## src/design/qslerp_pkg.sv

```systemverilog
// Shared constants, data types and the arctangent table for the slerp core.
package qslerp_pkg;

	localparam int CORDIC_STEPS_DEF = 16;
	localparam int ROOT_BITS = 16;
	localparam int QUO_BITS = 16;

	localparam logic signed [31:0] HALF_PI_Q29 = 32'sd843314857;
	localparam logic signed [31:0] PI_Q29 = 32'sd1686629713;
	localparam logic signed [31:0] ONE_Q29 = 32'sd536870912;

	localparam logic [14:0] THR_RESET = 15'd32765;
	localparam logic [2:0] ADDR_THR = 3'd0;

	typedef struct packed {
		logic signed [31:0] x;
		logic signed [31:0] y;
		logic signed [31:0] z;
	} cordic_t;

	typedef struct packed {
		logic [31:0] rem;
		logic [ROOT_BITS-1:0] root;
	} sqrt_t;

	typedef struct packed {
		logic [47:0] rem;
		logic [30:0] den;
		logic [QUO_BITS-1:0] quo;
	} div_t;

	typedef struct packed {
		logic [3:0][15:0] sv;
		logic [3:0][15:0] ev;
		logic [16:0] t;
		logic signed [16:0] d;
		logic pass;
	} side_t;

	typedef struct packed {
		logic [3:0][15:0] sv;
		logic pass;
		logic degen;
		logic [3:0] neg;
		logic [3:0] zero;
		logic [3:0] sat;
	} tail_t;

	function automatic logic signed [31:0] atan_q29(input int i);
		logic signed [31:0] v;
		case (i)
			0: v = 32'sd421657428;
			1: v = 32'sd248918915;
			2: v = 32'sd131521918;
			3: v = 32'sd66762579;
			4: v = 32'sd33510843;
			5: v = 32'sd16771758;
			6: v = 32'sd8387925;
			7: v = 32'sd4194219;
			8: v = 32'sd2097141;
			9: v = 32'sd1048575;
			10: v = 32'sd524288;
			11: v = 32'sd262144;
			12: v = 32'sd131072;
			13: v = 32'sd65536;
			14: v = 32'sd32768;
			15: v = 32'sd16384;
			16: v = 32'sd8192;
			17: v = 32'sd4096;
			18: v = 32'sd2048;
			19: v = 32'sd1024;
			20: v = 32'sd512;
			21: v = 32'sd256;
			22: v = 32'sd128;
			23: v = 32'sd64;
			24: v = 32'sd32;
			25: v = 32'sd16;
			26: v = 32'sd8;
			27: v = 32'sd4;
			28: v = 32'sd2;
			29: v = 32'sd1;
			default: v = 32'sd0;
		endcase
		return v;
	endfunction

endpackage

```

## src/design/qslerp_vec_cell.sv

```systemverilog
// One vectoring CORDIC iteration, drives y toward zero.
module qslerp_vec_cell
	import qslerp_pkg::*;
#(
	parameter int SHIFT = 0
) (
	input  logic    clk,
	input  logic    en,
	input  cordic_t d_in,
	output cordic_t d_out
);

	logic signed [31:0] xs, ys, at;
	cordic_t nxt;

	always_comb begin
		xs = d_in.x >>> SHIFT;
		ys = d_in.y >>> SHIFT;
		at = atan_q29(SHIFT);
		if (d_in.y > 0) begin
			nxt.x = d_in.x + ys;
			nxt.y = d_in.y - xs;
			nxt.z = d_in.z + at;
		end else begin
			nxt.x = d_in.x - ys;
			nxt.y = d_in.y + xs;
			nxt.z = d_in.z - at;
		end
	end

	always_ff @(posedge clk) begin
		if (en) begin
			d_out <= nxt;
		end
	end

endmodule

```

## config.mk

```make
export PLATFORM = sky130hd
export DESIGN_NAME = qslerp_vec_cell
export DESIGN_NICKNAME = d
export VERILOG_FILES = /design/src/design/qslerp_pkg.sv /design/src/design/qslerp_vec_cell.sv
export SDC_FILE = /design/constraint.sdc
export NUM_CORES = 1
export LEC_CHECK = 0
export ABC_AREA = 0
export BUFFER_PORTS_ARGS = -buffer_cell sky130_fd_sc_hd__buf_2
export CAP_MARGIN = 20
export CELL_PAD_IN_SITES_DETAIL_PLACEMENT = 0
export CELL_PAD_IN_SITES_GLOBAL_PLACEMENT = 1
export CORE_MARGIN = 2
export CORE_UTILIZATION = 40
export CTS_BUF_LIST = sky130_fd_sc_hd__clkbuf_16
export CTS_CLUSTER_DIAMETER = 200
export DETAILED_ROUTE_END_ITERATION = 6
export HOLD_SLACK_MARGIN = 0.08
export PLACE_DENSITY = 0.77
export REMOVE_ABC_BUFFERS = 1
export SYNTH_ARGS = -nofsm -noshare
export SYNTH_HDL_FRONTEND = slang
export SYNTH_SLANG_ARGS = --single-unit
```

## constraint.sdc

```tcl
create_clock -name clk -period 8.52 [get_ports clk]
set_input_delay 0.852 -clock clk [delete_from_list [all_inputs] [get_ports clk]]
set_output_delay 0.852 -clock clk [all_outputs]
set_load 0.1 [all_outputs]
```

## Yosys cells after proc, flatten, opt, wreduce, memory -nomap -nowiden

Cells that the tools add are included.

| cells by class | value |
|---|---|
| add/sub/neg operators | 5 |
| order comparisons | 1 |
| multiplexer cells | 1 |

Operator list:

| operator | number |
|---|---|
| 96-bit two-way mux | 1 |
| 32-bit subtractor | 2 |
| 32-bit by 30-bit adder with 32-bit output (second input constant) | 1 |
| 32-bit adder | 1 |
| 32-bit by 1-bit greater-than comparator with 1-bit output (second input constant) | 1 |
| 32-bit by 30-bit subtractor with 32-bit output (second input constant) | 1 |

| word-level totals | value |
|---|---|
| register bits after elaboration | 96 |
| input port bits | 98 |
| output and inout bits | 96 |
| logic and storage cells | 10 |

## Logic depth before layout (Yosys ltp)

Gate-level depths: netlist (run 1).

| logic depth | value |
|---|---|
| depth in word-level cells | 2 |
| gate-level depth with buffers | 19 |
| gate-level depth less buffers | 15 |

## Worst setup path after synthesis (run 1)

OpenSTA, ideal clock, no wires.

| path | value |
|---|---|
| path type | input -> register |
| from | in d_in[47] (netlist bit) |
| to | reg d_out[31] (netlist bit), data pin |
| setup time | 0.260 ns |
| data arrival time | 4.588 ns |
| required time | 8.260 ns |
| setup slack | 3.672 ns |
| cell stages on the path | 19 |
| path buffers | 4 |
| cell sequence | nor4_1 > nand4_1 > nor2_1 > or2_2 > clkbuf_1 > inv_1 > clkbuf_1 > clkbuf_1 > ha_1 > clkbuf_2 > a2111oi_1 > o21ai_0 > a41o_1 > a22oi_4 > o311ai_1 > o31ai_2 > o2111ai_1 > a21oi_1 > xnor2_1 |

RTL lines:

| what | line | source |
|---|---|---|
| start, declared | qslerp_vec_cell.sv:9 | `input cordic_t d_in,` |
| end signal, assigned | qslerp_vec_cell.sv:33 | `d_out <= nxt;` |
| end, declared | qslerp_vec_cell.sv:10 | `output cordic_t d_out` |

==> results of run 1 <==
[final cells by class]
type                    instances  area (sq um)  area share [%]
repair buffers                197           998            8.92
flip-flops and latches         95          2850            25.5
clock buffers                   9           225            2.01
inverters                     103           387            3.45
diodes                          2          5.00          0.0447
clock inverters                 7          72.6           0.648
well taps                     324           405            3.62
multi-input cells             896          6250            55.8
[stage by stage]
step / area [sq um] / instances / setup slack, ns / total power, mW / utilization, %
floorplan: 9480 / 1094 / 2.54 / 1.60 / -
global placement: 10900 / 1615 / 2.37 / 1.84 / 45.2
detailed placement: 10900 / 1615 / 2.47 / 1.84 / 45.2
CTS: 11200 / 1631 / 2.82 / 2.27 / 46.4
global route: 11200 / 1632 / 2.46 / 2.36 / 46.4
finish: 11200 / 1633 / 2.83 / 2.26 / 46.4
[layout by cell type, fill, tap and decap left out, types with 17 or more instances in the layout]
master / instances
buf_2: 192
a21oi_1: 148
ha_1: 121
inv_1: 101
nor2_1: 95
edfxtp_1: 95
o21ai_0: 90
xnor2_1: 68
nand2_1: 63
nor3_1: 32
a21o_1: 28
nand3_1: 20
nand2b_1: 17
[cells in the mapped netlist (all sizes together), types with 8 or more instances]
cell type / instances
o21ai: 94
xnor2: 68
o211ai: 10
nor4: 13
ha: 121
clkbuf: 29
or3: 10
nand2: 63
nand4: 15
a21oi: 148
xor2: 13
o31ai: 8
o21bai: 15
nor2: 95
buf: 22
nor3: 32
edfxtp: 95
nand3: 21
nor2b: 8
inv: 103
a211oi: 16
nand2b: 17
a21o: 28
[path summary, 6_finish.rpt]
path / from / slack [ns] / to
min: d_in[0] / 0.67 / d_out[0]
max: d_in[54] / 2.83 / d_out[30]
[logic make-up (layout without fill, tap and decap cells)]
family	after synthesis	count (layout)
xor+xnor	81	81
fa+ha+maj	125	125
compound gates	384	384
simple gates	299	299
buf+inv	154	316
mux	7	7
flops	95	95
other cells	0	2
[power groups by stage]
stage / Sequential, mW / Clock, mW / Combinational [mW]
2_1_floorplan: 1.20 / 0 / 0.398
5_1_grt: 0.646 / 0.451 / 1.26
4_1_cts: 0.640 / 0.438 / 1.19
6_report: 0.638 / 0.422 / 1.20
3_5_place_dp: 0.649 / 0 / 1.19
3_3_place_gp: 0.648 / 0 / 1.19
[routing by layer]
metal	vias up	GRT usage, %	part of all wire (%)
met3	57	2.52	6.0
met2	334	37.5	46
met1	4205	29.5	44
met5	-	0	0
li1	4467	-	-
met4	0	9.62	3.6
==> flow_metrics.py, run 1 <==
metrics = {
    "clock_network": {
        "cts_resized": 0,
        "clock_sink_count": 95,
        "root_buffer": "clkbuf_16",
        "ctsLongestPathBuffers": 2,
        "holdBufCountCts": 0,
        "path_clk_slew_ns": 0.08,
        "cts_max_level": 3,
        "post_cts_buffers": 0,
        "cts_tree": "built",
        "cts_buffers": 9,
    },
    "sta": {
        "max_freq_mhz": 176,
        "timing.setup.tns_ns": 0,
        "setup_violations": 0,
        "slew_headroom_pct": 34.9,
        "worstMarginPinSlew_ns": 0.967,
        "finalMaxSlewViolations": 0,
        "hold_viol_final": 0,
        "period_share_pct": 66.8,
        "hold_ws_ns": 0.668,
        "rsz0062_at_grt": "false",
        "period_minus_slack_ns": 5.69,
    },
    "yosys": {
        "yosysTopAreaCell": "edfxtp_1",
        "synth-edff-count": 95,
        "avgSynthCellArea_sq_um": 8.48,
        "synthAdderAreaFrac_pct": 16.4,
        "async_reset_ff_share_pct": 0,
        "yosys.area_share.simple_pct": 14.8,
        "synth_top_family_by_area": "compound AO/OA/AOI/OAI gates",
        "synth_area_sq_um": 9710,
        "synth_area_leaders": "edfxtp_1, ha_1, a21oi_1, xnor2_1, o21ai_0",
        "synthMuxAreaShare_pct": 0.722,
        "synth-xor-area-share_pct": 7.31,
        "ys_seq_area_share_pct": 29.4,
        "synth_top_flop_cell": "edfxtp_1",
        "synth_compound_area_share_pct": 25.1,
        "ys_types": 77,
        "synth_seq_cells": 95,
        "synth_top_area_share_pct": 29.4,
        "syn-instance-count": 1145,
        "yosys_warnings": 0,
    },
    "routing": {
        "detail_route.first_pass.iterations": 6,
        "viasPerCell": 5.55,
        "routedWlPerCell_um": 18.1,
        "drt_iter0_drc": 676,
        "route.vias.total": 9063,
        "drt-total-wl_um": 29500,
        "ant_nets": 0,
        "route.detailed.drc": 0,
    },
    "die": {
        "die_w_um": 160,
        "start_util_pct": 40.3,
        "core-area_sq_um": 24100,
        "die_h_um": 160,
        "die_area_sq_um": 25500,
        "io_pins": 194,
        "rows": 57,
    },
    "cells_and_area": {
        "largest_register_ffs": 95,
        "largestRegisters": "d_out: 95 flops",
        "nNetsFinal": 1525,
        "fill_cells": 2477,
        "areaGrowthSynthToFinish_pct": 15.3,
        "top_register": "d_out",
        "drive_above_1_share_pct": 18.4,
    },
    "placement": {
        "hpwl_um": 23000,
        "gp_congestion": 0.937,
        "port_buffers": 193,
    },
    "outcome": {
        "outcome": "finished clean",
    },
    "power_and_ir_drop": {
        "leakagePower_nw": 4.95,
        "p_seq_share_pct": 28.3,
        "p_int_mw": 1.09,
        "p_comb_share_pct": 53.0,
        "swShare_pct": 51.6,
        "ir_drop_mv": 0.114,
        "p_switching_mw": 1.16,
        "p_per_area_nw_per_um2": 202,
        "pwr-share-clk_pct": 18.7,
    },
    "setup_path": {
        "path_depth": 18,
        "cp_max_fo": 42,
        "cp-end-kind": "flip-flop",
        "cp.arrival_ns": 5.79,
        "crit_family": "simple AND/OR/NAND/NOR gates",
        "required_ns": 8.63,
        "path_class": "in2reg",
        "slowest_stage": "nor4_1",
        "path_cells": "buf_2, nor4_1, nand4_1, nor2_1, or2_4, inv_2, buf_4, buf_4, fa_1, nor2b_1, o21ai_0, a2111oi_2, nor3_1, a211oi_2, o221ai_2, o21ai_2, nor3_1, a311o_1",
        "crit_path_start_kind": "input port",
        "cp_slowest_stage_delay_ns": 0.83,
        "path_buf_inv": 4,
    },
    "grt": {
        "grt_pass1_vias": 8559,
        "grt_first_pass_wirelength_um": 45500,
        "grt_max_degree": 60,
        "grt-ovfl-total": 0,
        "antenna_found_initial": 1,
        "grtUsageTotal_pct": 22.5,
    },
    "job": {
        "maxCapViolCount": 0,
    },
    "min_path": {
        "hold_path_class": "in2reg",
        "min_path_cells": 1,
    },
}
Note: power is estimated with default switching activity, not from simulation.
==> run 2: changes to the inputs <==
==> constraint.sdc (replaced) <==
create_clock -name clk -period 5.6 [get_ports clk]
set_input_delay 0.56 -clock clk [delete_from_list [all_inputs] [get_ports clk]]
set_output_delay 0.56 -clock clk [all_outputs]
set_load 0.1 [all_outputs]
==> run 2 against run 1 <==
Routed wire length down 0.46%. Combinational power rose by 52%. Core utilization about the same. Hold slack worse by 0.28 ns. Total power grew 53%. Design area is essentially flat. Critical path type unchanged. Die area did not move. Count of clock-buffer cells in the layout unchanged. First-iteration DRC count is 6.5% lower. Flip-flop and latch count did not move. Final cell count barely moved.
==> flow_metrics.py, run 2 (synthesized netlist as in run 1, its figures left out) <==
metrics = {
    "clock_network": {
        "path_clk_slew_ns": 0.07,
        "cts_buffers": 9,
        "root_buffer": "clkbuf_16",
        "ctsLongestPathBuffers": 2,
        "post_cts_buffers": 0,
        "cts_resized": 0,
        "cts_max_level": 3,
        "clock_sink_count": 95,
        "holdBufCountCts": 0,
        "cts_tree": "built",
    },
    "placement": {
        "dp_slack_ns": 0.617,
        "place_area_sq_um": 10900,
        "port_buffers": 193,
        "hpwl_um": 22800,
        "gp_congestion": 0.940,
    },
    "setup_path": {
        "crit_path_frequent_cell": "a2111oi_2",
        "path_cells": "buf_2, nor4_1, nand4_1, nor2_1, or2_4, inv_2, ha_1, nor2b_1, o21ai_0, a2111oi_2, nor3_1, a211oi_2, o221ai_2, o21ai_2, mux2i_1, a2111oi_2",
        "crit_path_start_kind": "input port",
        "path_class": "in2reg",
        "path_buf_inv": 2,
        "cp_slowest_stage_delay_ns": 0.59,
        "cp_max_fo": 17,
        "cp-end-kind": "flip-flop",
        "crit_family": "simple AND/OR/NAND/NOR gates",
        "required_ns": 5.75,
        "cp.arrival_ns": 4.70,
        "slowest_stage": "nor4_1",
    },
    "routing": {
        "drt-total-wl_um": 29400,
        "route.detailed.drc": 0,
        "detail_route.first_pass.iterations": 5,
        "routedWlPerCell_um": 18.0,
        "drt_iter0_drc": 632,
        "route.vias.total": 8988,
        "ant_nets": 0,
        "viasPerCell": 5.51,
    },
    "sta": {
        "worstMarginPinSlew_ns": 0.894,
        "layout_setup_ws_ns": 1.05,
        "slew_headroom_pct": 40.4,
        "period_minus_slack_ns": 4.55,
        "setup_violations": 0,
        "rsz0062_at_grt": "false",
        "finalMaxSlewViolations": 0,
        "period_share_pct": 81.3,
        "hold_viol_final": 0,
        "max_freq_mhz": 220,
        "hold_ws_ns": 0.388,
    },
    "cells_and_area": {
        "area.sequential_sq_um": 2850,
        "fin_util_pct": 46.4,
        "mostFrequentLayoutCell": "buf_2",
        "final_area_sq_um": 11200,
        "top_register": "d_out",
        "drive_above_1_share_pct": 18.3,
        "largest_register_ffs": 95,
        "final_cell_mix": "buf_2, a21oi_1, ha_1",
        "nNetsFinal": 1525,
        "multi_input_area_sq_um": 6250,
        "areaGrowthSynthToFinish_pct": 15.3,
        "largestRegisters": "d_out: 95 flops",
        "fill_cells": 2501,
    },
    "power_and_ir_drop": {
        "leakagePower_nw": 4.96,
        "ir_drop_mv": 0.180,
        "p_per_area_nw_per_um2": 309,
    },
    "die": {
        "core-area_sq_um": 24100,
        "start_util_pct": 40.3,
        "die_area_sq_um": 25500,
        "die_w_um": 160,
        "io_pins": 194,
        "rows": 57,
        "die_h_um": 160,
    },
    "grt": {
        "grt-ovfl-total": 0,
        "grtUsageTotal_pct": 22.3,
        "grt_max_degree": 88,
        "grt_first_pass_wirelength_um": 45300,
        "antenna_found_initial": 2,
        "grt_pass1_vias": 8575,
    },
    "job": {
        "maxCapViolCount": 0,
    },
    "min_path": {
        "hold_path_class": "in2reg",
    },
    "outcome": {
        "outcome": "finished clean",
    },
}
[run 2: cell types whose count changed in the layout (fill, tap and decap cells not counted), sizes merged]
cell,delta
inv,+1
bufinv,+1
clkinvlp,-1
clkinv,-1
diode,-1
[run 2: cell type report]
| cell class | instances | share of cell area [%] |
|---|---|---|
| sequential | 95 | 25.5 |
| tap | 324 | 3.62 |
| timing repair buffer | 197 | 8.92 |
| inverter | 103 | 3.45 |
| antenna | 1 | 0.0224 |
| clock buffer | 9 | 2.01 |
| multi-input combinational | 896 | 55.8 |
| clock inverter | 7 | 0.682 |
[run 2: report_power, final]
part	switching (mW)	leakage [nW]	internal, mW	total, mW
Clock	0.313	0.150	0.353	0.667
Sequential	0.0308	0.930	0.941	0.972
Combinational	1.42	3.88	0.407	1.82
Total	1.76	4.96	1.70	3.46
[run 2: final timing paths]
path / cells past startpoint / slack, ns / to / from
max: 16 / 1.05 / d_out[26] / d_in[40]
min: 1 / 0.39 / d_out[1] / d_in[1]
[run 2: metal layers]
layer / GRT usage [%] / routed length (um)
met1: 29.4 / 13100
met2: 37.6 / 13800
met3: 2.75 / 1660
met4: 8.35 / 765
met5: 0 / 12
[run 2: metrics by stage]
step	power (mW)	setup TNS, ns	cells
finish	3.46	0	1632
global route	3.61	0	1632
CTS	3.48	0	1631
detailed placement	2.80	0	1615
global placement	2.80	0	1615
floorplan	2.44	-0.178	1094
==> run 3: changes to the inputs <==
--- a/config.mk
+++ b/config.mk
@@ -11,7 +11,7 @@
 export CELL_PAD_IN_SITES_DETAIL_PLACEMENT = 0
 export CELL_PAD_IN_SITES_GLOBAL_PLACEMENT = 1
 export CORE_MARGIN = 2
-export CORE_UTILIZATION = 40
+export CORE_UTILIZATION = 38
 export CTS_BUF_LIST = sky130_fd_sc_hd__clkbuf_16
 export CTS_CLUSTER_DIAMETER = 200
 export DETAILED_ROUTE_END_ITERATION = 6
==> constraint.sdc (replaced) <==
create_clock -name clk -period 3.85 [get_ports clk]
set_input_delay 0.385 -clock clk [delete_from_list [all_inputs] [get_ports clk]]
set_output_delay 0.385 -clock clk [all_outputs]
set_load 0.1 [all_outputs]
==> run 3 against run 2 <==
Routed wire length rose by 3.6%. Largest cell class unchanged. Worst setup slack got worse by 0.84 ns. Global-route usage fell by 0.058 points. Total power rose by 47%. Combinational power grew 55%. Core utilization increased by 2.5 points. Die area increased by 5.1%. Clock power increased by 29%. Design area grew 9.7%. Critical path depth is 2 higher. First-iteration DRC count increased by 17%. Final cell count is 9.1% higher.
==> flow_metrics.py, run 3 (synthesized netlist as in run 1, its figures left out) <==
metrics = {
    "sta": {
        "rsz0062_at_grt": "true",
        "setup_violations": 0,
        "max_freq_mhz": 274,
        "period_share_pct": 94.6,
        "slew_headroom_pct": 43.6,
        "timing.setup.tns_ns": 0,
        "finalMaxSlewViolations": 0,
        "worstMarginPinSlew_ns": 0.846,
        "period_minus_slack_ns": 3.64,
        "hold_ws_ns": 0.207,
        "hold_viol_final": 0,
    },
    "routing": {
        "drt_iter0_drc": 737,
        "route.met2.wl_um": 14400,
        "met3_wirelength_um": 1500,
        "route.detailed.drc": 0,
        "viasPerCell": 5.31,
        "routedWlPerCell_um": 17.1,
        "ant_nets": 0,
        "route.vias.total": 9465,
        "drt-total-wl_um": 30400,
        "detail_route.first_pass.iterations": 5,
        "m1WireLength_um": 13800,
        "top_layer": "met4",
    },
    "cells_and_area": {
        "largestRegisters": "d_out: 95 flops",
        "nNetsFinal": 1669,
        "fin_util_pct": 48.9,
        "drive_above_1_share_pct": 26.6,
        "final_cell_mix": "buf_2, buf_4, a21oi_1",
        "fill_cells": 2521,
        "areaGrowthSynthToFinish_pct": 26.5,
        "mostFrequentLayoutCell": "buf_2",
        "instances_no_fill": 1781,
        "largest_register_ffs": 95,
        "diodes": 0,
        "top_register": "d_out",
    },
    "power_and_ir_drop": {
        "leakagePower_nw": 5.64,
        "finalPower_mw": 5.10,
        "p_per_area_nw_per_um2": 415,
        "ir_drop_mv": 0.355,
    },
    "setup_path": {
        "path_class": "in2reg",
        "required_ns": 3.95,
        "crit_path_start_kind": "input port",
        "startpoint": "d_in[40]",
        "cp-end-kind": "flip-flop",
        "cp_max_fo": 11,
        "cp.arrival_ns": 3.75,
    },
    "die": {
        "die_area_sq_um": 26800,
        "rows": 58,
        "core-area_sq_um": 25100,
        "start_util_pct": 38.7,
        "io_pins": 194,
        "die_h_um": 164,
        "die_w_um": 164,
    },
    "clock_network": {
        "clock_sink_count": 95,
        "cts_tree": "built",
        "post_cts_buffers": 0,
        "cts_buffers": 9,
        "root_buffer": "clkbuf_16",
        "ctsLongestPathBuffers": 2,
        "cts_max_level": 3,
        "holdBufCountCts": 0,
        "path_clk_slew_ns": 0.07,
    },
    "grt": {
        "grt_pass1_vias": 9078,
        "grtUsageTotal_pct": 22.3,
        "grt-ovfl-total": 0,
        "grt_max_degree": 84,
        "grt_first_pass_wirelength_um": 47000,
        "antenna_found_initial": 0,
    },
    "min_path": {
        "min_from": "d_in[0]",
        "hold_path_class": "in2reg",
    },
    "placement": {
        "port_buffers": 193,
        "gp_congestion": 0.961,
        "hpwl_um": 24500,
        "dp_cells": 1765,
    },
    "job": {
        "maxCapViolCount": 0,
    },
    "outcome": {
        "outcome": "finished clean",
    },
}
run 3: worst paths after layout:
kind / end / depth (start not counted)
setup / recovery: d_out[29] / 18
hold / removal: d_out[0] / 1
run 3: metal layers:
layer,vias to the layer above,track usage (%)
met5,-,0
met4,0,6.46
met3,39,2.65
met2,294,38.2
met1,4393,29.5
li1,4739,-
run 3: worst max-delay path, stage by stage:
cell,delay [ns]
buf_2,0.10
nor4_1,0.40
nand4_1,0.14
buf_4,0.17
nor2_1,0.09
or2_4,0.13
inv_2,0.09
buf_6,0.17
ha_1,0.31
and4_1,0.21
a221o_1,0.40
a22oi_4,0.23
o311ai_2,0.14
o31ai_2,0.29
buf_4,0.16
o21bai_1,0.08
a21oi_2,0.16
xnor2_1,0.07
run 3: power by group:
| part | internal, mW | switching (mW) | total [mW] |
|---|---|---|---|
| clock network | 0.434 | 0.429 | 0.862 |
| logic | 0.729 | 2.09 | 2.82 |
| registers | 1.37 | 0.0493 | 1.42 |
| total | 2.53 | 2.57 | 5.10 |
run 3: layout make-up:
| type | instances | area, sq um | area share (%) |
|---|---|---|---|
| clock buffer | 9 | 225 | 1.83 |
| clock inverter | 7 | 40.0 | 0.326 |
| inverter | 103 | 387 | 3.15 |
| multi-input combinational | 896 | 6280 | 51.2 |
| sequential | 95 | 2850 | 23.2 |
| tap | 330 | 413 | 3.36 |
| timing repair buffer | 341 | 2080 | 17.0 |
run 3: through the flow:
stage | cell area, sq um | setup WS (ns)
after floorplan | 9480 | -1.66
after global placement | 12000 | -0.341
after detailed placement | 12000 | -0.328
after CTS | 12200 | 0.0341
after global routing | 12300 | -0.00658
final | 12300 | 0.206
run 3: what timing repair did:
item | in CTS | in global routing
gates resized for setup | 0 | 8
hold endpoints to repair | 0 | 0
endpoints found under the setup margin | 0 | 6
